## src/design/rcbp_ram.sv

```systemverilog
// Generic single-write, single-read RAM with registered read data.
module rcbp_ram #(
  parameter int WIDTH = 16,
  parameter int DEPTH = 64
) (
  input  logic                     clk,
  input  logic                     we,
  input  logic [$clog2(DEPTH)-1:0] waddr,
  input  logic [WIDTH-1:0]         wdata,
  input  logic                     re,
  input  logic [$clog2(DEPTH)-1:0] raddr,
  output logic [WIDTH-1:0]         rdata_r
);

  logic [WIDTH-1:0] mem [DEPTH];

  // Write port
  always_ff @(posedge clk) begin
    if (we) begin
      mem[waddr] <= wdata;
    end
  end

  // Registered read port; data holds while re is low
  always_ff @(posedge clk) begin
    if (re) begin
      rdata_r <= mem[raddr];
    end
  end

endmodule
```

## config.mk

```make
export PLATFORM = sky130hd
export DESIGN_NAME = rcbp_ram
export DESIGN_NICKNAME = d
export VERILOG_FILES = /design/src/design/rcbp_ram.sv
export SDC_FILE = /design/constraint.sdc
export NUM_CORES = 1
export LEC_CHECK = 0
export BUFFER_PORTS_ARGS = -buffer_cell sky130_fd_sc_hd__buf_2
export CAP_MARGIN = 30
export CORE_UTILIZATION = 40
export CTS_BUF_LIST = sky130_fd_sc_hd__clkbuf_8
export DETAILED_ROUTE_END_ITERATION = 10
export HOLD_SLACK_MARGIN = 0.1
export PLACE_DENSITY_LB_ADDON = 0.1
export REMOVE_ABC_BUFFERS = 1
export SYNTH_ARGS = -nofsm -noshare
export SYNTH_HDL_FRONTEND = slang
export SYNTH_SLANG_ARGS = --single-unit
```

## constraint.sdc

```tcl
create_clock -name clk -period 3 [get_ports clk]
set_input_delay 0.15 -clock clk [delete_from_list [all_inputs] [get_ports clk]]
set_output_delay 0.15 -clock clk [all_outputs]
set_load 0.02 [all_outputs]
```

==> impl_metrics.yaml <==
run_status:
  status: "finished clean"
cts:
  cts_buffers: 174
  clockBufferDepth: 3
  cts_resized: 0
  clk_pin_slew_ns: 0.06
  clk_latency_ns: 0.81
  cts_tree: "yes"
  cts_root_buf: "clkbuf_8"
  cts_sinks: 1040
  htreeDepth: 4
floorplanning:
  num_rows: 115
  core_um2: 98990
  io_pins: 47
  initial_core_util_pct: 40.61
  die_h_um: 319.0
  die-area_um2: 101800
  die_x_um: 319.0
yosys:
  ys.flop_type: "edfxtp_1"
  ys_ff_latch: 1040
  synth_compound_area_share_pct: 2.400
  synth_warnings: 0
  yosys.area_share.simple_pct: 2.636
  synth_edf_count: 1040
  ys_seq_area_share_pct: 77.68
  synth_largest_area_cell: "edfxtp_1"
  synth_area_per_cell_um2: 21.98
  syn_inst: 1829
  synth_top_family_by_area: "multiplexers"
  syn_area_um2: 40200
  synthMuxAreaShare_pct: 15.46
  synthAdderAreaFrac_pct: 0
  yosysUniqueCellTypes: 42
  synthArstFlopShare_pct: 0
  synthTopCellsByCount: "1040 x edfxtp_1, 220 x mux4_2, 85 x mux2i_1"
  post-synth-top-count-cell: "edfxtp_1"
  synthXorXnorAreaFrac_pct: 0
  synth_top_area_share_pct: 77.68
  synth_area_leaders: "edfxtp_1 78%, mux4_2 12%, mux2i_1 2.1%, mux2_2 0.76%, a22oi_1 0.73%"
routing:
  drt_first_pass_iters: 5
  drt_wl_total_um: 105800
  drc: 0
  ant_nets: 0
  via_count: 19880
  wl_per_cell_um: 29.53
  drt_iter0_markers: 1873
  viasPerCell: 5.547
sta:
  period_minus_slack_ns: 2.658
  worstMarginPinSlew_ns: 0.9764
  hold_viol: 0
  fmax_mhz: 376.2
  clock_skew_ns: 0.02460
  period_share_pct: 88.62
  rsz0062_at_grt: "false"
  relSlewSlack_pct: 34.77
  setup_violations: 0
  slew_violations: 0
critical_path:
  reg2reg_slack_ns: 0.47
  start_kind: "primary input"
  cp.required_ns: 3.54
  slowest_delay_ns: 0.71
  worstSetupPathType: "primary input to flop"
  path_cells: "dlygate4sd3_1, buf_8, buf_12, mux4_2, mux2i_1, a22oi_1, a31oi_1, buf_4, a311oi_1"
  rr_worst_depth: 6
  cp_max_fo: 40
  r2r_end: "rdata_r[13]"
  crit_arrival_ns: 3.20
  slowest_stage: "a31oi_1"
  startpoint: "raddr[2]"
  reg2reg_from: "mem[4][13]"
  endpoint_kind: "flop"
cells_and_area:
  nets: 2180
  area_growth_pct: 15.05
  utilization_pct: 46.72
  num-fill-cells: 8374
  drive_gt1_share_pct: 29.69
global_route:
  grt_use_total_pct: 21.02
  grt_overflow: 0
  grt_antenna_before_repair: 17
  grt_pass1_wl_um: 150500
  grt_pass1_vias: 20840
  grt_max_degree: 65
hold_path:
  hold_path_end: "mem[55][1]"
  min-delay-start: "waddr[0]"
  min_path_type: "primary input to flop"
  hold_depth: 4
power_and_ir_drop:
  combinationalPowerShare_pct: 5.6
  swShare_pct: 22.61
  p_clk_share_pct: 38.9
  power.total_mw: 29.16
  seqPwrFrac_pct: 55.5
  ir_drop_uv: 335.5
  cellInternalPower_mw: 22.57
  p_leak_nw: 15.04
  p_per_area_nw_per_um2: 630.5
  p_switching_mw: 6.594
place:
  numPortBuffers: 46
  gp_congestion: 0.7846
  dpl.hpwl_um: 64640
flow_run:
  maxCapViolations: 0
worst max path at each step:
stage | endpoint | slack [ns] | cells past startpoint
after global placement | rdata_r[13] | -0.08 | 8
after detailed placement | rdata_r[13] | -0.12 | 8
after CTS | rdata_r[13] | 0.46 | 9
after floorplan | mem[48][0] | 0.97 | 3
final | rdata_r[13] | 0.34 | 9
after global routing | rdata_r[13] | 0.39 | 9
sequential cells by signal (all words and copies together) (netlist names):
signal,flops
mem,1024
rdata_r,16
routing by layer:
| metal | routed length, um | share of wire (%) | vias to the layer above | GRT usage [%] |
|---|---|---|---|---|
| met5 | 28 | 0.026 | - | 0 |
| met4 | 2749 | 2.6 | 4 | 7.030 |
| met3 | 7359 | 7.0 | 166 | 4.915 |
| met2 | 50280 | 48 | 681 | 33.25 |
| met1 | 45410 | 43 | 10640 | 28.72 |
| li1 | - | - | 8390 | - |
layout make-up:
cell class                 instances  area [um2]  share of cell area (%)
timing repair buffer             248        2031                   4.390
antenna                            7       17.52                 0.03787
multi-input combinational        685        8249                   17.83
clock inverter                   139       666.9                   1.442
clock buffer                     178        2450                   5.296
sequential                      1040       31230                   67.52
tap                             1287        1610                   3.481
power by group through the flow:
stage	Sequential, mW	Clock, mW	Combinational (mW)
after floorplan	16.5	0	0.597
after global placement	16.5	0	1.61
after detailed placement	16.5	0	1.64
final	16.2	11.3	1.64
after global routing	16.2	12.3	1.75
after CTS	16.2	11.7	1.67
repair_timing:
item                                   4_1_cts  5_1_grt
setup buffers                                0        0
endpoints found under the hold margin      800        0
hold buffers                                23        0
per-stage QoR:
step	cell area [um2]	cells	TNS, ns	hold slack (ns)	setup slack, ns
global route	46240	3579	0	0.1527	0.3894
detailed placement	42850	3235	-0.1230	0.4916	-0.1230
CTS	46200	3575	0	0.1076	0.4631
floorplan	39470	1725	0	0.2489	0.9675
global placement	42800	3232	-0.08229	0.6339	-0.08229
finish	46250	3584	0	0.1767	0.3415
layout by cell type (no fill, tap or decap), types with 6 or more instances in the layout:
cell type      netlist  layout
inv_1                0      67
nor2b_1             30      30
buf_4               13     163
a221o_1              6       6
edfxtp_1          1040    1040
mux2i_1             85      85
clkbuf_8             0     178
dlygate4sd3_1        0      23
nor2_1              72      72
a221oi_1            16      16
diode_2              0       7
clkinv_2             0      10
nand3_1             24      24
clkinvlp_4           0       6
buf_12               5      16
a311oi_1             8       8
a22o_1               6       6
clkinv_1             0      51
mux4_2             220     220
nand2_1             59      59
nand4_1             12      12
a211o_1              8       8
a31oi_1              8       8
buf_2               36      43
mux2_2              27      27
a211oi_1             8       8
a21oi_1             17      17
a22oi_1             39      39
worst max-delay path, delay by kind of cell:
kind                   cells  cell delay, ns
AOI/OAI and AO/OA          3            0.92
buffers and inverters      4            1.44
muxes                      2            0.61
kinds of logic (layout without fill, tap and decap cells):
| family | Yosys count | after routing |
|---|---|---|
| simple gates | 220 | 220 |
| mux | 336 | 336 |
| other cells | 0 | 7 |
| flops | 1040 | 1040 |
| buf+inv | 104 | 565 |
| compound gates | 129 | 129 |
Power figures use the tool's default switching activity.
